## src/hw/rtl/ascii_command_frame_parser_macros.svh

```systemverilog
// Assertion macros for the ASCII command frame parser.
// Included by the top level; depends on nothing else.
`ifndef ASCII_COMMAND_FRAME_PARSER_MACROS_SVH
`define ASCII_COMMAND_FRAME_PARSER_MACROS_SVH

// Same-cycle implication, checked outside reset
`define AFP_ASSERT_IMP(label, clk, rst_n, ante, cons) \
    label: assert property (@(posedge clk) disable iff (!(rst_n)) (ante) |-> (cons)) \
        else $error("afp assertion failed");

// Next-cycle implication, checked outside reset
`define AFP_ASSERT_NEXT(label, clk, rst_n, ante, cons) \
    label: assert property (@(posedge clk) disable iff (!(rst_n)) (ante) |=> (cons)) \
        else $error("afp assertion failed");

`endif

```

## src/hw/rtl/afp_pkg.sv

```systemverilog
// Shared constants for the ASCII command frame parser.
// No dependencies; imported by the parser top level.
`default_nettype none

package afp_pkg;

    // Longest payload accepted, sign and dot included
    localparam int unsigned MAX_LEN = 16;

    // Field widths
    localparam int unsigned BYTE_W  = 8;
    localparam int unsigned DIGIT_W = 4;
    localparam int unsigned MAG_W   = 54;
    localparam int unsigned MANT_W  = MAG_W + 1;
    localparam int unsigned CNT_W   = 5;
    localparam int unsigned CFG_IDX_W = 1;

    // Configuration register indexes
    localparam logic [CFG_IDX_W-1:0] CFG_START_BYTE = 1'd0;
    localparam logic [CFG_IDX_W-1:0] CFG_STOP_BYTE  = 1'd1;

    // Reset values of the delimiters
    localparam logic [BYTE_W-1:0] START_RESET = 8'h24;  // '$'
    localparam logic [BYTE_W-1:0] STOP_RESET  = 8'h23;  // '#'

    // Payload characters
    localparam logic [BYTE_W-1:0] CHAR_0     = 8'h30;
    localparam logic [BYTE_W-1:0] CHAR_9     = 8'h39;
    localparam logic [BYTE_W-1:0] CHAR_PLUS  = 8'h2B;
    localparam logic [BYTE_W-1:0] CHAR_MINUS = 8'h2D;
    localparam logic [BYTE_W-1:0] CHAR_DOT   = 8'h2E;

    typedef logic [BYTE_W-1:0] t_byte;

endpackage

`default_nettype wire

```

## src/hw/rtl/ascii_command_frame_parser.sv

```systemverilog
// ASCII command frame parser: byte register, frame state machine, result register.
// Depends on afp_pkg and ascii_command_frame_parser_macros.svh.
`default_nettype none
`include "ascii_command_frame_parser_macros.svh"

// Takes one received byte per cycle, unless stalled, and recognizes frames
// of the form start, letter, digit, optional sign, digits with at most one
// dot, stop. Throughput is one byte per cycle while not stalled; the only
// limit is the magnitude update (times ten plus digit, a shift-add over 54
// bits) between the byte register and the state registers. A frame result
// reaches the output after its stop byte is accepted: the byte sits in the
// byte register and the word is then loaded into the result register. The
// whole parser halts while a result waits and the receiver stalls; input
// stall is raised only when a byte is held and the result register is full
// and stalled. Malformed frames produce no word.
// The delimiters are written through the configuration port (index 0 start,
// index 1 stop) and must only change while the parser holds no byte.
module ascii_command_frame_parser (
    input  wire                                    i_clk,
    input  wire                                    i_rst_n,
    // received bytes
    input  wire                                    i_rx_valid,
    output logic                                   o_rx_stall,
    input  wire  [afp_pkg::BYTE_W-1:0]             i_rx_byte,
    // frame results
    output logic                                   o_res_valid,
    input  wire                                    i_res_stall,
    output logic [afp_pkg::BYTE_W-1:0]             o_command_letter,
    output logic [afp_pkg::DIGIT_W-1:0]            o_command_digit,
    output logic signed [afp_pkg::MANT_W-1:0]      o_value_mantissa,
    output logic [afp_pkg::CNT_W-1:0]              o_fraction_digits,
    output logic [afp_pkg::CNT_W-1:0]              o_payload_length,
    // configuration writes
    input  wire                                    i_cfg_valid,
    output logic                                   o_cfg_ready,
    input  wire  [afp_pkg::CFG_IDX_W-1:0]          i_cfg_index,
    input  wire  [afp_pkg::BYTE_W-1:0]             i_cfg_data
);
    import afp_pkg::*;

    // Parse phases
    localparam logic [1:0] PH_IDLE    = 2'd0;
    localparam logic [1:0] PH_START   = 2'd1;
    localparam logic [1:0] PH_LETTER  = 2'd2;
    localparam logic [1:0] PH_PAYLOAD = 2'd3;

    localparam logic [CNT_W-1:0] MAX_CNT = CNT_W'(MAX_LEN);

    // Delimiter registers
    t_byte r_start_byte;
    t_byte r_stop_byte;

    // Byte register
    logic  r_in_valid;
    t_byte r_in_byte;

    // Parse state
    logic [1:0]         r_phase,      n_phase;
    logic               r_sign_seen,  n_sign_seen;
    logic               r_dot_seen,   n_dot_seen;
    logic               r_negative,   n_negative;
    logic [CNT_W-1:0]   r_char_count, n_char_count;
    logic [MAG_W-1:0]   r_magnitude,  n_magnitude;
    logic [CNT_W-1:0]   r_frac_count, n_frac_count;
    t_byte              r_letter,     n_letter;
    logic [DIGIT_W-1:0] r_digit,      n_digit;

    // Result register
    logic                     r_res_valid;
    t_byte                    r_res_letter;
    logic [DIGIT_W-1:0]       r_res_digit;
    logic signed [MANT_W-1:0] r_res_mantissa;
    logic [CNT_W-1:0]         r_res_frac;
    logic [CNT_W-1:0]         r_res_len;

    logic             advance;
    logic             emit;
    logic             is_digit;
    logic             room;
    logic [MAG_W-1:0] mag_times_ten;
    logic [MANT_W-1:0] mant_pos;

    // Pipeline moves whenever the result register can take a word
    assign advance    = !r_res_valid || !i_res_stall;
    assign o_rx_stall = r_in_valid && !advance;
    assign o_cfg_ready = 1'b1;

    assign is_digit = (r_in_byte >= CHAR_0) && (r_in_byte <= CHAR_9);
    assign room     = r_char_count < MAX_CNT;
    // magnitude is below 10^15 whenever a digit is added, so the product fits in MAG_W bits
    assign mag_times_ten = (r_magnitude << 3) + (r_magnitude << 1);
    assign mant_pos      = {1'b0, r_magnitude};

    // Frame state machine, one byte per cycle while the pipeline advances
    always_comb begin
        n_phase      = r_phase;
        n_sign_seen  = r_sign_seen;
        n_dot_seen   = r_dot_seen;
        n_negative   = r_negative;
        n_char_count = r_char_count;
        n_magnitude  = r_magnitude;
        n_frac_count = r_frac_count;
        n_letter     = r_letter;
        n_digit      = r_digit;
        emit         = 1'b0;

        unique case (r_phase)
            PH_IDLE: begin
                n_sign_seen  = 1'b0;
                n_dot_seen   = 1'b0;
                n_negative   = 1'b0;
                n_char_count = '0;
                n_magnitude  = '0;
                n_frac_count = '0;
                if (r_in_byte == r_start_byte) begin
                    n_phase = PH_START;
                end
            end
            PH_START: begin
                n_sign_seen  = 1'b0;
                n_dot_seen   = 1'b0;
                n_negative   = 1'b0;
                n_char_count = '0;
                n_magnitude  = '0;
                n_frac_count = '0;
                // start wins over stop when both match
                priority if (r_in_byte == r_start_byte) begin
                    n_phase = PH_START;
                end else if (r_in_byte == r_stop_byte) begin
                    n_phase = PH_IDLE;
                end else begin
                    n_letter = r_in_byte;
                    n_phase  = PH_LETTER;
                end
            end
            PH_LETTER: begin
                priority if (r_in_byte == r_start_byte) begin
                    n_phase = PH_START;
                end else if (is_digit) begin
                    // low nibble of an ASCII digit is its value
                    n_digit = r_in_byte[DIGIT_W-1:0];
                    n_phase = PH_PAYLOAD;
                end else begin
                    n_phase = PH_IDLE;
                end
            end
            PH_PAYLOAD: begin
                // payload meanings are tested before the delimiters
                priority if (r_in_byte == CHAR_PLUS || r_in_byte == CHAR_MINUS) begin
                    if (!r_sign_seen && r_char_count == '0 && room) begin
                        n_sign_seen  = 1'b1;
                        n_negative   = (r_in_byte == CHAR_MINUS);
                        n_char_count = r_char_count + 1'b1;
                    end else begin
                        n_phase = PH_IDLE;
                    end
                end else if (r_in_byte == CHAR_DOT) begin
                    if (!r_dot_seen && room) begin
                        n_dot_seen   = 1'b1;
                        n_char_count = r_char_count + 1'b1;
                    end else begin
                        n_phase = PH_IDLE;
                    end
                end else if (is_digit) begin
                    if (room) begin
                        n_char_count = r_char_count + 1'b1;
                        n_magnitude  = mag_times_ten
                                     + MAG_W'(r_in_byte[DIGIT_W-1:0]);
                        if (r_dot_seen) begin
                            n_frac_count = r_frac_count + 1'b1;
                        end
                    end else begin
                        n_phase = PH_IDLE;
                    end
                end else if (r_in_byte == r_start_byte) begin
                    n_phase = PH_START;
                end else if (r_in_byte == r_stop_byte) begin
                    emit    = 1'b1;
                    n_phase = PH_IDLE;
                end else begin
                    n_phase = PH_IDLE;
                end
            end
            default: begin
                n_phase = PH_IDLE;
            end
        endcase
    end

    // Delimiter registers
    always_ff @(posedge i_clk) begin
        if (!i_rst_n) begin
            r_start_byte <= START_RESET;
            r_stop_byte  <= STOP_RESET;
        end else if (i_cfg_valid && o_cfg_ready) begin
            unique case (i_cfg_index)
                CFG_START_BYTE: r_start_byte <= i_cfg_data;
                CFG_STOP_BYTE:  r_stop_byte  <= i_cfg_data;
                default:        ;
            endcase
        end
    end

    // Byte register
    always_ff @(posedge i_clk) begin
        if (!i_rst_n) begin
            r_in_valid <= 1'b0;
        end else if (!o_rx_stall) begin
            r_in_valid <= i_rx_valid;
        end
    end

    always_ff @(posedge i_clk) begin
        if (!o_rx_stall && i_rx_valid) begin
            r_in_byte <= i_rx_byte;
        end
    end

    // Parse state update
    always_ff @(posedge i_clk) begin
        if (!i_rst_n) begin
            r_phase      <= PH_IDLE;
            r_sign_seen  <= 1'b0;
            r_dot_seen   <= 1'b0;
            r_negative   <= 1'b0;
            r_char_count <= '0;
            r_magnitude  <= '0;
            r_frac_count <= '0;
            r_letter     <= '0;
            r_digit      <= '0;
        end else if (r_in_valid && advance) begin
            r_phase      <= n_phase;
            r_sign_seen  <= n_sign_seen;
            r_dot_seen   <= n_dot_seen;
            r_negative   <= n_negative;
            r_char_count <= n_char_count;
            r_magnitude  <= n_magnitude;
            r_frac_count <= n_frac_count;
            r_letter     <= n_letter;
            r_digit      <= n_digit;
        end
    end

    // Result register
    always_ff @(posedge i_clk) begin
        if (!i_rst_n) begin
            r_res_valid <= 1'b0;
        end else if (advance) begin
            r_res_valid <= r_in_valid && emit;
        end
    end

    always_ff @(posedge i_clk) begin
        if (advance && r_in_valid && emit) begin
            r_res_letter   <= r_letter;
            r_res_digit    <= r_digit;
            r_res_mantissa <= r_negative ? -$signed(mant_pos) : $signed(mant_pos);
            r_res_frac     <= r_frac_count;
            r_res_len      <= r_char_count;
        end
    end

    assign o_res_valid       = r_res_valid;
    assign o_command_letter  = r_res_letter;
    assign o_command_digit   = r_res_digit;
    assign o_value_mantissa  = r_res_mantissa;
    assign o_fraction_digits = r_res_frac;
    assign o_payload_length  = r_res_len;

    // Consistency checks
    `AFP_ASSERT_IMP(a_frac_needs_dot, i_clk, i_rst_n, !r_dot_seen, r_frac_count == '0)
    `AFP_ASSERT_IMP(a_frac_within_len, i_clk, i_rst_n, r_res_valid, r_res_frac <= r_res_len)
    `AFP_ASSERT_IMP(a_len_bounded, i_clk, i_rst_n, r_res_valid, r_res_len <= MAX_CNT)
    `AFP_ASSERT_NEXT(a_emit_loads, i_clk, i_rst_n, r_in_valid && advance && emit, r_res_valid)

endmodule

`default_nettype wire

```

## config.mk

```make
export PLATFORM = sky130hd
export DESIGN_NAME = ascii_command_frame_parser
export DESIGN_NICKNAME = d
export VERILOG_FILES = /design/src/hw/rtl/afp_pkg.sv /design/src/hw/rtl/ascii_command_frame_parser.sv
export VERILOG_INCLUDE_DIRS = /design/src /design/src/hw/rtl
export SDC_FILE = /design/constraint.sdc
export NUM_CORES = 1
export LEC_CHECK = 0
export BUFFER_PORTS_ARGS = -buffer_cell sky130_fd_sc_hd__clkbuf_2
export CAP_MARGIN = 20
export CORE_ASPECT_RATIO = 1.25
export CORE_UTILIZATION = 60
export DETAILED_ROUTE_END_ITERATION = 10
export HOLD_SLACK_MARGIN = 0.1
export PLACE_DENSITY = 0.82
export SYNTH_ARGS = -nofsm -noshare
export SYNTH_HDL_FRONTEND = slang
export SYNTH_SLANG_ARGS = --single-unit
```

## constraint.sdc

```tcl
create_clock -name i_clk -period 9.3 [get_ports i_clk]
set_clock_uncertainty 0.1 [all_clocks]
set_input_delay 1.86 -clock i_clk [delete_from_list [all_inputs] [get_ports i_clk]]
set_output_delay 1.86 -clock i_clk [all_outputs]
set_load 0.01 [all_outputs]
```

# Yosys cells after proc, flatten, opt, wreduce, memory -nomap -nowiden
# Index checks and enable logic that the tools add are counted.
totals:
  ff_bits: 184
  latchBits: 0
  ramBits: 0
  rom_bits: 0
  output_inout_bits: 80
  elab_cells: 135
  mem_count: 0
op_classes:
  n_addsub: 5
  n_mul: 0
  div: 0
  order_cmp: 3
  n_eq_ne: 25
  shift: 0
  muxes: 48
  bitwise: 3
  reduce_logical: 31
op_table:
  columns: ["cell", "count"]
  rows:
  - ["$mux 54", 5]
  - ["$pmux 54 s2", 1]
  - ["$mux 5", 11]
  - ["$neg 54->55", 1]
  - ["$add 54x4->54", 1]
  - ["$add 54x54->54", 1]
  - ["$eq 8x6->1 const B", 3]
  - ["$mux 2", 11]
  - ["$ne 2x2->1 const B", 10]
  - ["$pmux 5 s2", 2]
  - ["$eq 8x8->1", 2]
  - ["$ne 4x4->1 const B", 4]
  - ["$mux 1", 14]
  - ["$reduce_and 4->1", 3]
  - ["$reduce_and 6->1", 2]
  - ["$add 5x1->5 const B", 2]
  - ["$reduce_and 5->1", 2]
  - ["$logic_and 1x1->1", 9]
  - ["$ge 8x6->1 const B", 1]
  - ["$le 8x6->1 const B", 1]
  - ["$pmux 2 s4", 1]
  - ["$reduce_and 7->1", 1]
  - ["$logic_not 1->1", 6]
  - ["$ne 3x3->1 const B", 2]
  - ["other kinds (12)", 19]

# Logic depth before layout (Yosys ltp)
depth:
  depth_word: 8
  ltp_mapped: 14
  ltp_nobuf: 13

# Least setup slack after synthesis
# OpenSTA, ideal clock, no wires.
synth_timing:
  path_kind: "input-to-reg"
  startpoint: "input i_res_stall"
  endpoint: "register r_res_digit[0], in the netlist o_command_digit[0] (enable)"
  setup_time_ps: 610
  t_arrival_ps: 7617
  path_slack_ps: 973
  stages: 4
  path_cell_list: "nand2_1 -> nand2_1 -> or2_2 -> nor3_1"
synth_between:
  elab_chain_cells: 4
synth_rtl:
  columns: ["element", "line", "text"]
  rows:
  - ["from (decl)", "ascii_command_frame_parser.sv:27", "input wire i_res_stall,"]
  - ["$logic_not 1->1", "ascii_command_frame_parser.sv:84", "assign advance = !r_res_valid || !i_res_stall;"]
  - ["$logic_or 1x1->1", "ascii_command_frame_parser.sv:84", null]
  - ["$logic_and 1x1->1 (2 in a row)", "ascii_command_frame_parser.sv:254", "if (advance && r_in_valid && emit) begin"]
  - ["to (signal assigned)", "ascii_command_frame_parser.sv:256", "r_res_digit <= r_digit;"]
  - ["to (decl)", "ascii_command_frame_parser.sv:71", "logic [DIGIT_W-1:0] r_res_digit;"]
# Every way passes these cells.
# A chain may end at the register's enable or synchronous reset.

# Worst setup path in the final report
layout_timing:
  startpoint: "input i_res_stall"
  endpoint: "register r_magnitude[51]"
layout_between:
  elab_chain_cells: 4
layout_rtl:
  columns: ["element", "line", "text"]
  rows:
  - ["$logic_not 1->1", "ascii_command_frame_parser.sv:84", null]
  - ["$logic_or 1x1->1", "ascii_command_frame_parser.sv:84", null]
  - ["$logic_and 1x1->1", "ascii_command_frame_parser.sv:231", "end else if (r_in_valid && advance) begin"]
  - ["$reduce_and 6->1 (no line)", null, null]
  - ["to (signal assigned)", "ascii_command_frame_parser.sv:237", "r_magnitude <= n_magnitude;"]
  - ["to (decl)", "ascii_command_frame_parser.sv:63", "logic [MAG_W-1:0] r_magnitude, n_magnitude;"]
# Every way passes these cells.

==> flow_summary.ini <==
[run_status]
status = finished clean

[final_layout]
seqCellArea_um2 = 4540
final_common_cell = nand2_1
drive_gt1_share_pct = 12.9
n_antenna_cell = 0
area_growth_syn_to_layout_pct = 11.2
fin_nets = 1392
final_cell_mix = nand2_1 (144), ha_1 (106), clkbuf_2 (100)
fill_cells = 1377
multiInputGateArea_um2 = 6420

[drt]
avgRoutedWirePerCell_um = 17.1
vias_per_cell = 6.04
antenna_left = 0
first_pass_iters = 6
drt_iter0_drc = 708
dr_total_vias = 9085
drc = 0
wl_um = 25700

[global_routing]
top_usage_layer = met2
grt_pass1_vias = 8804
grtUsageTotal_pct = 27.0
met3_usage_pct = 3.54
grt_pass1_wl_um = 42400
use_met1_pct = 33.2
grt_overflow_total = 0
grt_max_degree = 67
grt.met2_usage_pct = 47.8
antenna_found_initial = 0

[clocking]
postCtsHoldBufs = 0
numCtsBuffers = 17
clock-root-buffer = clkbuf_16
cts_resized = 0
cts_sinks = 184
cts_tree = yes
post-cts-setup-buffers = 0
cts.htree.levels = 4
cts.reportedPaths.clkPinSlew_ps = 80
worstSkewPairLatency_ps = 440
clock_path_buffers = 2

[placed_design]
pre_cts_slack_ps = 3980
place_congestion = 0.927
post-dp-hpwl_um = 18400
io_buffers = 100

[hold_path]
min_from = r_letter[7]$_SDFFE_PN0P_
hold-path-endpoint = o_command_letter[7]$_DFFE_PP_
hold_class = register to register
min_path_cells = 0

[timing]
fin_crit_sh_pct = 53.0
drv_slew = 0
hold_viol = 0
worst_slack_ps = 4370
rsz0062_at_grt = false
fin_crit_ps = 4930
worst_pin_slew_ps = 997
max_freq_ghz = 0.203
setup_violations = 0
finalSetupTns_ps = 0
max_slew_margin_pct = 32.9

[floorplan]
start_util_pct = 61.8
dieArea_um2 = 19300
io_pins = 102
die_h_um = 155
core_um2 = 18200
num_rows = 55
die_w_um = 125

[critical_path]
crit_fanout = 30
critPathCaptureType = register
rr_worst_depth = 12
required_ps = 9580
crit_arrival_ps = 5220
criticalPathCategory = input pin to register
rr_startpoint = r_in_byte[3]$_DFFE_PP_
r2r_setup_slack_ps = 4960
r2r-end = r_magnitude[52]$_SDFFE_PN0P_
start_kind = input pin

[synthesis]
synth_top_area_share_pct = 22.7
synth.net_count = 1326
synth_top_area_cell = edfxtp_1
syn_inst = 1196
ys.flop_type = dfxtp_1
yosys-top-cells-area = edfxtp_1 (23%), dfxtp_1 (18%), ha_1 (12%)
async_flop_share_pct = 0
ys_types = 66
synth_seq_area_share_pct = 40.3
synth-edff-count = 85
ys_seq_elements = 184
yosys_warnings = 0
synth_area_um2 = 11300
avgSynthCellArea_um2 = 9.42

[power]
power.density_nw_per_um2 = 131
peakVddDrop_v = 0.000114
p_leak_nw = 5.32

[flow_run]
cap_viol_max_count = 0
==> how the worst max path moves through the flow <==
stage | startpoint | endpoint | slack (ps)
CTS | i_res_stall | r_magnitude[51]$_SDFFE_PN0P_ | 4380
finish | i_res_stall | r_magnitude[51]$_SDFFE_PN0P_ | 4370
global route | i_res_stall | r_magnitude[51]$_SDFFE_PN0P_ | 4020
floorplan | i_res_stall | o_command_digit[0]$_DFFE_PP_ | 970
detailed placement | i_res_stall | r_magnitude[51]$_SDFFE_PN0P_ | 3980
global placement | i_res_stall | r_magnitude[51]$_SDFFE_PN0P_ | 4080
==> worst max-delay path, stage by stage <==
cell	delay (ps)
clkbuf_2	90
nand2_1	60
nand2_1	120
a21oi_1	380
a21boi_0	380
and3_1	690
nand2_1	740
a2111oi_0	570
o31a_1	200
or3_1	100
==> sequential cells by signal, summed over array words and instances, names as in the netlist <==
name               flops
o_command_digit        4
o_command_letter       8
o_fraction_digits      5
o_payload_length       5
o_res_valid            1
o_value_mantissa      55
r_char_count           5
r_digit                4
r_dot_seen             1
r_frac_count           5
r_in_byte              8
r_in_valid             1
r_letter               8
r_magnitude           54
r_negative             1
r_phase                2
r_sign_seen            1
r_start_byte           8
r_stop_byte            8
==> where the power goes <==
group | switching (W) | leakage [nW] | internal (W) | total [W]
registers | 0.0000103 | 1.71 | 0.000846 | 0.000857
logic | 0.0000254 | 3.31 | 0.0000202 | 0.0000456
clock network | 0.000363 | 0.298 | 0.000372 | 0.000735
==> cell usage after synthesis, types with 19 or more instances <==
cell type	instances
ha_1	106
nor2b_1	50
clkbuf_1	52
edfxtp_1	85
a21oi_1	77
nand3_1	19
xor2_1	29
o21ai_0	93
inv_1	25
nand2_1	144
dfxtp_1	99
nand4_1	26
xnor2_1	94
nor2_1	51
==> layer usage <==
metal / routed length [um] / share of wire [%] / vias to the layer above
li1: - / - / 4473
met5: 0 / 0 / -
met4: 714 / 2.8 / 0
met3: 1020 / 4.0 / 52
met1: 11300 / 44 / 4307
met2: 12700 / 49 / 253
==> cells by family (layout without fill, tap and decap cells) <==
| logic type | count (synthesis) | after routing | share of synthesized area, % |
|---|---|---|---|
| flops | 184 | 184 | 40.3 |
| other cells | 1 | 1 | 0.0333 |
| compound gates | 302 | 302 | 16.9 |
| fa+ha+maj | 108 | 108 | 12.1 |
| xor+xnor | 123 | 123 | 9.56 |
| buf+inv | 86 | 165 | 2.90 |
| mux | 13 | 13 | 1.16 |
| simple gates | 379 | 379 | 17.0 |
==> area by class of cell <==
| type | count | area share, % |
|---|---|---|
| Multi-Input combinational cell | 926 | 51.3 |
| Sequential cell | 184 | 36.2 |
| Timing Repair Buffer | 108 | 4.64 |
| Clock buffer | 18 | 3.51 |
| Tap cell | 228 | 2.28 |
| Clock inverter | 14 | 1.34 |
| Inverter | 25 | 0.750 |
==> metrics by stage <==
step | area [um^2] | hold WS (ps) | instances | util (%) | power (W)
6_report | 12500 | 335 | 1503 | 68.7 | 0.00164
5_1_grt | 12500 | 347 | 1503 | 68.7 | 0.00168
4_1_cts | 12500 | 336 | 1501 | 68.5 | 0.00164
3_5_place_dp | 11900 | 317 | 1469 | 65.1 | 0.000920
3_3_place_gp | 11900 | 313 | 1469 | 65.1 | 0.000918
2_1_floorplan | 11300 | 308 | 1196 | - | 0.000905
(Power assumes the default switching activity.)
